`src/rtl/knis_pkg.sv`:
```
package knis_pkg;

	localparam int MAX_K_DEF     = 16;
	localparam int ID_BITS_DEF   = 16;
	localparam int DIST_BITS_DEF = 32;

	localparam int K_BITS      = 5;
	localparam int RANK_BITS   = 4;
	localparam int COUNT_BITS  = 5;
	localparam int K_RESET     = 16;

	// per-cycle command shared by every cell of the chain
	typedef struct packed {
		logic insert;   // a candidate word is offered to the chain
		logic drain;    // shift the chain one place toward rank 0
	} cell_ctrl_t;

endpackage

```
`src/rtl/knis_cand_if.sv`:
```
interface knis_cand_if #(
	parameter int ID_BITS   = knis_pkg::ID_BITS_DEF,
	parameter int DIST_BITS = knis_pkg::DIST_BITS_DEF
);
	logic                 valid;
	logic                 ready;
	logic                 has_candidate;
	logic [DIST_BITS-1:0] distance;
	logic [ID_BITS-1:0]   candidate_id;
	logic                 end_of_query;

	modport source (
		output valid, has_candidate, distance, candidate_id, end_of_query,
		input  ready
	);
	modport sink (
		input  valid, has_candidate, distance, candidate_id, end_of_query,
		output ready
	);
endinterface

```
`src/rtl/knis_res_if.sv`:
```
interface knis_res_if #(
	parameter int ID_BITS   = knis_pkg::ID_BITS_DEF,
	parameter int DIST_BITS = knis_pkg::DIST_BITS_DEF
);
	logic                             valid;
	logic                             ready;
	logic                             result_valid;
	logic [knis_pkg::RANK_BITS-1:0]   rank;
	logic [ID_BITS-1:0]               nearest_id;
	logic [DIST_BITS-1:0]             nearest_distance;
	logic [knis_pkg::COUNT_BITS-1:0]  kept_count;
	logic                             last_result;

	modport source (
		output valid, result_valid, rank, nearest_id, nearest_distance, kept_count,
		       last_result,
		input  ready
	);
	modport sink (
		input  valid, result_valid, rank, nearest_id, nearest_distance, kept_count,
		       last_result,
		output ready
	);
endinterface

```
`src/rtl/knis_cell.sv`:
```
module knis_cell #(
	parameter int ID_BITS   = knis_pkg::ID_BITS_DEF,
	parameter int DIST_BITS = knis_pkg::DIST_BITS_DEF
) (
	input  logic                 clk,
	input  knis_pkg::cell_ctrl_t ctrl,
	input  logic                 in_range,
	input  logic                 occupied,
	input  logic [DIST_BITS-1:0] new_dist,
	input  logic [ID_BITS-1:0]   new_id,
	input  logic                 prev_take,
	input  logic [DIST_BITS-1:0] prev_dist,
	input  logic [ID_BITS-1:0]   prev_id,
	input  logic [DIST_BITS-1:0] next_dist,
	input  logic [ID_BITS-1:0]   next_id,
	output logic                 take,
	output logic [DIST_BITS-1:0] cur_dist,
	output logic [ID_BITS-1:0]   id
);
	logic [DIST_BITS-1:0] dist_q;
	logic [ID_BITS-1:0]   id_q;
	logic                 less;

	// an empty cell acts as infinity; strict compare keeps earlier arrivals first on ties
	assign less     = !occupied || (new_dist < dist_q);
	assign take     = ctrl.insert && in_range && less;
	assign cur_dist = dist_q;
	assign id       = id_q;

	always_ff @(posedge clk) begin
		if (ctrl.drain) begin
			dist_q <= next_dist;
			id_q   <= next_id;
		end else if (take) begin
			// neighbor above also moves down: take its entry, else the new one lands here
			if (prev_take) begin
				dist_q <= prev_dist;
				id_q   <= prev_id;
			end else begin
				dist_q <= new_dist;
				id_q   <= new_id;
			end
		end
	end

endmodule

```
`src/rtl/k_nearest_insertion_select.sv`:
```
// k-nearest selection by sorted insertion.
// cand: one word per candidate (distance, candidate_id), has_candidate = 0 for a
//   bare end marker, end_of_query = 1 on the last word of a query. While the block
//   collects, a word is taken every cycle; a row of MAX_K cells compares the new
//   distance against every held entry in parallel and shifts the tail down by one.
// res: after the end word, one word per kept entry in ascending distance order,
//   then the next query may start. A query whose list is empty (or k_in_use = 0)
//   gives one word with result_valid = 0 and last_result = 1.
// After the end word is taken the block enters its emit state and loads the first
//   result word into the output register; one word leaves per cycle while res.ready
//   is high, and cand stays blocked until the last word of the query is loaded.
// The result word sits in an output register; while res is stalled the chain holds
//   and cand stays blocked until the last word of the query has been loaded.
// cfg_wr_en / cfg_wr_data write k_in_use (values above MAX_K act as MAX_K); write it
//   only between queries. Reset clears the fill count and sets k_in_use to 16; the
//   cell contents need no clearing.
module k_nearest_insertion_select #(
	parameter int MAX_K     = knis_pkg::MAX_K_DEF,
	parameter int ID_BITS   = knis_pkg::ID_BITS_DEF,
	parameter int DIST_BITS = knis_pkg::DIST_BITS_DEF
) (
	input  logic                          clk,
	input  logic                          arst_n,
	knis_cand_if.sink                     cand,
	knis_res_if.source                    res,
	input  logic                          cfg_wr_en,
	input  logic [knis_pkg::K_BITS-1:0]   cfg_wr_data
);
	localparam int CW = $clog2(MAX_K + 1);
	localparam int LW = (CW > knis_pkg::K_BITS) ? CW : knis_pkg::K_BITS;

	typedef enum logic {ST_COLLECT, ST_EMIT} state_t;

	state_t                      state_q;
	logic [knis_pkg::K_BITS-1:0] k_q;
	logic [CW-1:0]               cnt_q;
	logic [CW-1:0]               n_q;
	logic [CW-1:0]               rank_q;

	logic                        ovalid_q;
	logic                        oresult_valid_q;
	logic [knis_pkg::RANK_BITS-1:0]  orank_q;
	logic [ID_BITS-1:0]          oid_q;
	logic [DIST_BITS-1:0]        odist_q;
	logic [knis_pkg::COUNT_BITS-1:0] ocount_q;
	logic                        olast_q;

	logic [CW-1:0]               lim;
	logic [CW-1:0]               cnt_eff;
	logic [CW-1:0]               cnt_next;
	logic                        accept;
	logic                        load_out;
	knis_pkg::cell_ctrl_t        ctrl;

	logic                        take [MAX_K];
	logic [DIST_BITS-1:0]        cdist [MAX_K];
	logic [ID_BITS-1:0]          cid [MAX_K];

	assign lim = (LW'(k_q) > LW'(MAX_K)) ? CW'(MAX_K) : CW'(k_q);
	// entries beyond a lowered k are dropped
	assign cnt_eff  = (cnt_q > lim) ? lim : cnt_q;
	assign cnt_next = (cand.has_candidate && (cnt_eff < lim)) ? cnt_eff + CW'(1) : cnt_eff;

	assign cand.ready = (state_q == ST_COLLECT);
	assign accept     = cand.valid && cand.ready;
	assign load_out   = (state_q == ST_EMIT) && (!ovalid_q || res.ready);

	assign ctrl.insert = accept && cand.has_candidate;
	assign ctrl.drain  = load_out && (n_q != '0);

	for (genvar i = 0; i < MAX_K; i++) begin : g_cell
		logic                 prev_take;
		logic [DIST_BITS-1:0] prev_dist;
		logic [ID_BITS-1:0]   prev_id;
		logic [DIST_BITS-1:0] next_dist;
		logic [ID_BITS-1:0]   next_id;

		if (i == 0) begin : g_head
			assign prev_take = 1'b0;
			assign prev_dist = '0;
			assign prev_id   = '0;
		end else begin : g_body
			assign prev_take = take[i-1];
			assign prev_dist = cdist[i-1];
			assign prev_id   = cid[i-1];
		end

		if (i == MAX_K - 1) begin : g_tail
			assign next_dist = '0;
			assign next_id   = '0;
		end else begin : g_mid
			assign next_dist = cdist[i+1];
			assign next_id   = cid[i+1];
		end

		knis_cell #(
			.ID_BITS   (ID_BITS),
			.DIST_BITS (DIST_BITS)
		) u_cell (
			.clk       (clk),
			.ctrl      (ctrl),
			.in_range  (CW'(i) < lim),
			.occupied  (CW'(i) < cnt_eff),
			.new_dist  (cand.distance),
			.new_id    (cand.candidate_id),
			.prev_take (prev_take),
			.prev_dist (prev_dist),
			.prev_id   (prev_id),
			.next_dist (next_dist),
			.next_id   (next_id),
			.take      (take[i]),
			.cur_dist  (cdist[i]),
			.id        (cid[i])
		);
	end

	always_ff @(posedge clk or negedge arst_n) begin
		if (!arst_n) begin
			k_q <= knis_pkg::K_BITS'(knis_pkg::K_RESET);
		end else if (cfg_wr_en) begin
			k_q <= cfg_wr_data;
		end
	end

	always_ff @(posedge clk or negedge arst_n) begin
		if (!arst_n) begin
			state_q         <= ST_COLLECT;
			cnt_q           <= '0;
			n_q             <= '0;
			rank_q          <= '0;
			ovalid_q        <= 1'b0;
			oresult_valid_q <= 1'b0;
			orank_q         <= '0;
			oid_q           <= '0;
			odist_q         <= '0;
			ocount_q        <= '0;
			olast_q         <= 1'b0;
		end else begin
			if (res.ready) begin
				ovalid_q <= 1'b0;
			end
			case (state_q)
				ST_COLLECT: begin
					if (accept) begin
						if (cand.end_of_query) begin
							n_q     <= cnt_next;
							cnt_q   <= '0;
							rank_q  <= '0;
							state_q <= ST_EMIT;
						end else begin
							cnt_q <= cnt_next;
						end
					end
				end
				ST_EMIT: begin
					if (load_out) begin
						ovalid_q <= 1'b1;
						orank_q  <= knis_pkg::RANK_BITS'(rank_q);
						ocount_q <= knis_pkg::COUNT_BITS'(n_q);
						if (n_q == '0) begin
							oresult_valid_q <= 1'b0;
							oid_q           <= '0;
							odist_q         <= '0;
							olast_q         <= 1'b1;
							state_q         <= ST_COLLECT;
						end else begin
							// rank 0 always sits in the head cell; the chain drains toward it
							oresult_valid_q <= 1'b1;
							oid_q           <= cid[0];
							odist_q         <= cdist[0];
							olast_q         <= (rank_q + CW'(1) == n_q);
							rank_q          <= rank_q + CW'(1);
							if (rank_q + CW'(1) == n_q) begin
								state_q <= ST_COLLECT;
							end
						end
					end
				end
				default: begin
					state_q <= ST_COLLECT;
				end
			endcase
		end
	end

	assign res.valid            = ovalid_q;
	assign res.result_valid     = oresult_valid_q;
	assign res.rank             = orank_q;
	assign res.nearest_id       = oid_q;
	assign res.nearest_distance = odist_q;
	assign res.kept_count       = ocount_q;
	assign res.last_result      = olast_q;

endmodule

```
`src/flat_wrapper.sv`:
```
// flat-port wrapper written by rule: the top's interface ports become plain ports
module k_nearest_insertion_select_flat 
#(
	parameter int MAX_K     = knis_pkg::MAX_K_DEF,
	parameter int ID_BITS   = knis_pkg::ID_BITS_DEF,
	parameter int DIST_BITS = knis_pkg::DIST_BITS_DEF
)
  (clk, arst_n, cfg_wr_en, cfg_wr_data, cand_valid, cand_has_candidate, cand_distance, cand_candidate_id, cand_end_of_query, cand_ready, res_valid, res_result_valid, res_rank, res_nearest_id, res_nearest_distance, res_kept_count, res_last_result, res_ready);
  knis_cand_if #(.ID_BITS(ID_BITS), .DIST_BITS(DIST_BITS)) cand_i ();
  knis_res_if #(.ID_BITS(ID_BITS), .DIST_BITS(DIST_BITS)) res_i ();
  input  logic clk;
  input  logic arst_n;
  input  logic cfg_wr_en;
  input  logic [knis_pkg::K_BITS-1:0] cfg_wr_data;
  input wire logic [$bits(cand_i.valid)-1:0] cand_valid;
  input wire logic [$bits(cand_i.has_candidate)-1:0] cand_has_candidate;
  input wire logic [$bits(cand_i.distance)-1:0] cand_distance;
  input wire logic [$bits(cand_i.candidate_id)-1:0] cand_candidate_id;
  input wire logic [$bits(cand_i.end_of_query)-1:0] cand_end_of_query;
  output wire logic [$bits(cand_i.ready)-1:0] cand_ready;
  output wire logic [$bits(res_i.valid)-1:0] res_valid;
  output wire logic [$bits(res_i.result_valid)-1:0] res_result_valid;
  output wire logic [$bits(res_i.rank)-1:0] res_rank;
  output wire logic [$bits(res_i.nearest_id)-1:0] res_nearest_id;
  output wire logic [$bits(res_i.nearest_distance)-1:0] res_nearest_distance;
  output wire logic [$bits(res_i.kept_count)-1:0] res_kept_count;
  output wire logic [$bits(res_i.last_result)-1:0] res_last_result;
  input wire logic [$bits(res_i.ready)-1:0] res_ready;
  assign cand_i.valid = cand_valid;
  assign cand_i.has_candidate = cand_has_candidate;
  assign cand_i.distance = cand_distance;
  assign cand_i.candidate_id = cand_candidate_id;
  assign cand_i.end_of_query = cand_end_of_query;
  assign cand_ready = cand_i.ready;
  assign res_valid = res_i.valid;
  assign res_result_valid = res_i.result_valid;
  assign res_rank = res_i.rank;
  assign res_nearest_id = res_i.nearest_id;
  assign res_nearest_distance = res_i.nearest_distance;
  assign res_kept_count = res_i.kept_count;
  assign res_last_result = res_i.last_result;
  assign res_i.ready = res_ready;
  k_nearest_insertion_select #(.MAX_K(MAX_K), .ID_BITS(ID_BITS), .DIST_BITS(DIST_BITS)) u_core (.clk(clk), .arst_n(arst_n), .cand(cand_i), .res(res_i), .cfg_wr_en(cfg_wr_en), .cfg_wr_data(cfg_wr_data));
endmodule
```
`config.mk`:
```
export PLATFORM = sky130hd
export DESIGN_NAME = k_nearest_insertion_select_flat
export DESIGN_NICKNAME = d
export VERILOG_FILES = /design/src/rtl/knis_pkg.sv /design/src/rtl/knis_cand_if.sv /design/src/rtl/knis_res_if.sv /design/src/rtl/knis_cell.sv /design/src/rtl/k_nearest_insertion_select.sv /design/src/flat_wrapper.sv
export SDC_FILE = /design/constraint.sdc
export NUM_CORES = 2
export LEC_CHECK = 0
export BUFFER_PORTS_ARGS = -buffer_cell sky130_fd_sc_hd__buf_4
export CORE_UTILIZATION = 35
export CTS_CLUSTER_DIAMETER = 120
export DETAILED_ROUTE_END_ITERATION = 10
export GPL_ROUTABILITY_DRIVEN = 0
export HOLD_SLACK_MARGIN = 0.12
export PLACE_DENSITY = 0.59
export REMOVE_ABC_BUFFERS = 1
export SLEW_MARGIN = 20
export SYNTH_ARGS = -nofsm -noshare
export SYNTH_HDL_FRONTEND = slang
export SYNTH_HIERARCHICAL = 1
export SYNTH_SLANG_ARGS = --single-unit
export TNS_END_PERCENT = 1
```
`constraint.sdc`:
```
create_clock -name clk -period 7.1 [get_ports clk]
set_input_delay 0.71 -clock clk [delete_from_list [all_inputs] [get_ports clk]]
set_output_delay 0.71 -clock clk [all_outputs]
set_load 0.01 [all_outputs]
```
==> impl_metrics.env <==
export IMPL_crit_family="simple AND/OR/NAND/NOR gates"
export IMPL_slowest_delay_ns=0.63
export IMPL_drive_above_1_share=0.07156
export IMPL_drc=0
export IMPL_worst_pin_slew_ns=1.058
export IMPL_grt_pass1_vias=42510
export IMPL_grtUsageMet1=0.2355
export IMPL_path_cells="nor2b_1, inv_1, ha_1, nor2b_1, o21ai_4, a21oi_4, mux2i_2, inv_2, nor3_2, nand2b_1, or2_2, nand4_1, o22ai_2, nor2_4, buf_4, mux2i_1, o21ai_0"
export IMPL_track_usage=0.1758
export IMPL_p_sw_frac=0.4185
export IMPL_rsz0062_at_grt="no"
export IMPL_cts_resized=0
export IMPL_cp_start_kind="flop"
export IMPL_ant_nets=0
export IMPL_pre_cts_slack_ns=1.406
export IMPL_p_seq_frac=0.402
export IMPL_clk_pin_slew_worst_paths_ns=0.06
export IMPL_cts_tree="yes"
export IMPL_cpMostUsedCell="nor2b_1"
export IMPL_core_sq_mm=0.1584
export IMPL_slew_viol_final=0
export IMPL_grt_pass1_wl_um=231500
export IMPL_holdPathStages=2
export IMPL_grtUsageMet3=0.02071
export IMPL_vias_per_cell=5.275
export IMPL_drt_pass1_iterations=6
export IMPL_final_setup_worst_slack_ns=1.371
export IMPL_synthCells=5621
export IMPL_cp_num_buf_inv=3
export IMPL_path_max_fanout=19
export IMPL_cts_root_buf="clkbuf_16"
export IMPL_start_util=0.3523
export IMPL_cts_buffers=95
export IMPL_fmax_ghz=0.1746
export IMPL_portBuffers=120
export IMPL_die_area_sq_mm=0.1610
export IMPL_timing_reg2reg_setup_slack_ns=1.37
export IMPL_num_rows=146
export IMPL_drt_initial_drc_count=2790
export IMPL_worst_ep_arrival_time_ns=6.15
export IMPL_hold_class="in -> reg"
export IMPL_dpl_cell_count=7667
export IMPL_pwr_share_clk=0.168
export IMPL_p_int_mw=17.42
export IMPL_cap_violations=0
export IMPL_dp_hpwl_um=102400
export IMPL_hold_viol_final=0
export IMPL_yosysWarnings=6
export IMPL_numClockSinks=849
export IMPL_end_kind="flop"
export IMPL_top_usage_layer="met2"
export IMPL_fin_nets=6262
export IMPL_die_w_um=401.3
export IMPL_fin_crit_sh=0.8069
export IMPL_syn_area_per_cell_sq_um=9.928
export IMPL_antenna_cells=0
export IMPL_required_ns=7.52
export IMPL_vdd_ir_drop_max_v=0.0003380
export IMPL_wl_per_cell_um=18.37
export IMPL_fin_crit_ns=5.729
export IMPL_clk_path_buf_depth=3
export IMPL_slew_headroom=0.2930
export IMPL_clk_latency_ns=0.70
export IMPL_grt_max_degree=225
export IMPL_power_density_mw_per_mm2=481.5
export IMPL_crit_slowest_cell="nor3_2"
export IMPL_routed_wl_um=144000
export IMPL_r2r_cells=17
export IMPL_holdWs_ns=0.2158
export IMPL_vias=41380
export IMPL_syn_area_sq_mm=0.05580
export IMPL_antenna_found_initial=4
export IMPL_tns_ns=0
export IMPL_clock_skew_ns=0.02564
export IMPL_ios=121
export IMPL_p_switching_mw=12.54
export IMPL_p_leak_nw=24.14
export IMPL_h_tree_depth=3
export IMPL_post_cts_buffers=0
export IMPL_finalSetupViolations=0
export IMPL_grtUsageMet2=0.3037
export IMPL_synthToLayoutAreaGrowth_pct=11.47
export IMPL_die_y_um=401.3
export IMPL_critPathKind="reg -> reg"
export IMPL_num_fill_cells=15590
export IMPL_p_total_mw=29.95
export IMPL_status="complete, no violations"
export IMPL_crit_cells=17
export IMPL_power_frac_comb=0.429
export IMPL_instances_no_fill=7843
export IMPL_overflow=0
export IMPL_cts_hold_buf=1
## per-layer routing
metal | up-vias | wire [um]
met5 | - | 27
met4 | 6 | 2204
met3 | 164 | 4965
met2 | 666 | 69190
met1 | 20330 | 67660
li1 | 20210 | -
## layout by cell type, fill, tap and decap left out, types with 17 or more instances in the layout
cell       count
a21o_1        55
a21oi_1      167
a31oi_1       18
buf_4        170
clkbuf_1      21
clkbuf_16     98
clkinv_2      17
conb_1        97
dfrtp_1       80
edfxtp_1     768
ha_1         507
inv_1        511
mux2i_1      773
nand2_1     1059
nand2b_1      36
nand3_1       88
nand4_1       80
nor2_1        42
o21ai_0      640
o21ai_1      244
or2_2         17
## worst reg2reg max path, stage by stage, from the launching register on
cell      delay [ns]
dfrtp_1         0.48
nor2b_1         0.53
inv_1           0.15
ha_1            0.33
nor2b_1         0.23
o21ai_4         0.11
a21oi_4         0.42
mux2i_2         0.38
inv_2           0.12
nor3_2          0.63
nand2b_1        0.13
or2_2           0.35
nand4_1         0.09
o22ai_2         0.12
nor2_4          0.59
buf_4           0.48
mux2i_1         0.24
o21ai_0         0.09
## power by group through the flow
stage / clock network [mW] / registers, mW / logic (mW)
after floorplan: 0 / 8.91 / 6.85
after global placement: 0 / 12.2 / 12.2
after detailed placement: 0 / 12.2 / 12.7
after CTS: 5.17 / 12.1 / 12.8
after global routing: 5.33 / 12.4 / 14.5
final: 5.04 / 12.1 / 12.9
## stage by stage
stage | instance area (sq um) | utilization
global route | 62210 | 0.3928
detailed placement | 59050 | 0.3728
finish | 62210 | 0.3928
CTS | 62150 | 0.3924
floorplan | 54790 | -
global placement | 59050 | 0.3728
## flip-flops by register name (all words and copies together) (netlist names)
register                       cells
u_core/g_cell.u_cell/cur_dist    512
u_core/g_cell.u_cell/id          256
u_core/res.nearest_distance       32
u_core/res.nearest_id             16
u_core/cnt_q                       5
u_core/k_q                         5
u_core/n_q                         5
u_core/rank_q                      5
u_core/res.kept_count              5
u_core/res.rank                    4
u_core/res.last_result             1
u_core/res.result_valid            1
u_core/res.valid                   1
u_core/state_q                     1
## worst paths after layout
check	start	end
worst max-delay path	u_core/k_q[1]	u_core/g_cell[2].u_cell/id[6]
worst min-delay path	cfg_wr_en	u_core/k_q[4]
worst max register to register	u_core/k_q[1]	u_core/g_cell[2].u_cell/id[6]
worst min register to register	u_core/res.kept_count[0]	u_core/res.kept_count[0]
max in group asynchronous	arst_n	u_core/res.nearest_id[14]
min in group asynchronous	arst_n	u_core/res.kept_count[3]
## final cells by class
cell class | count | area [sq um] | area share
clock buffers | 127 | 2641 | 0.04246
clock inverters | 46 | 455.4 | 0.007321
inverters | 515 | 1941 | 0.03120
multi-input cells | 4054 | 28010 | 0.4502
flip-flops and latches | 849 | 25090 | 0.4033
well taps | 2072 | 2592 | 0.04168
repair buffers | 180 | 1481 | 0.02381
Power figures use the tool's default switching activity.
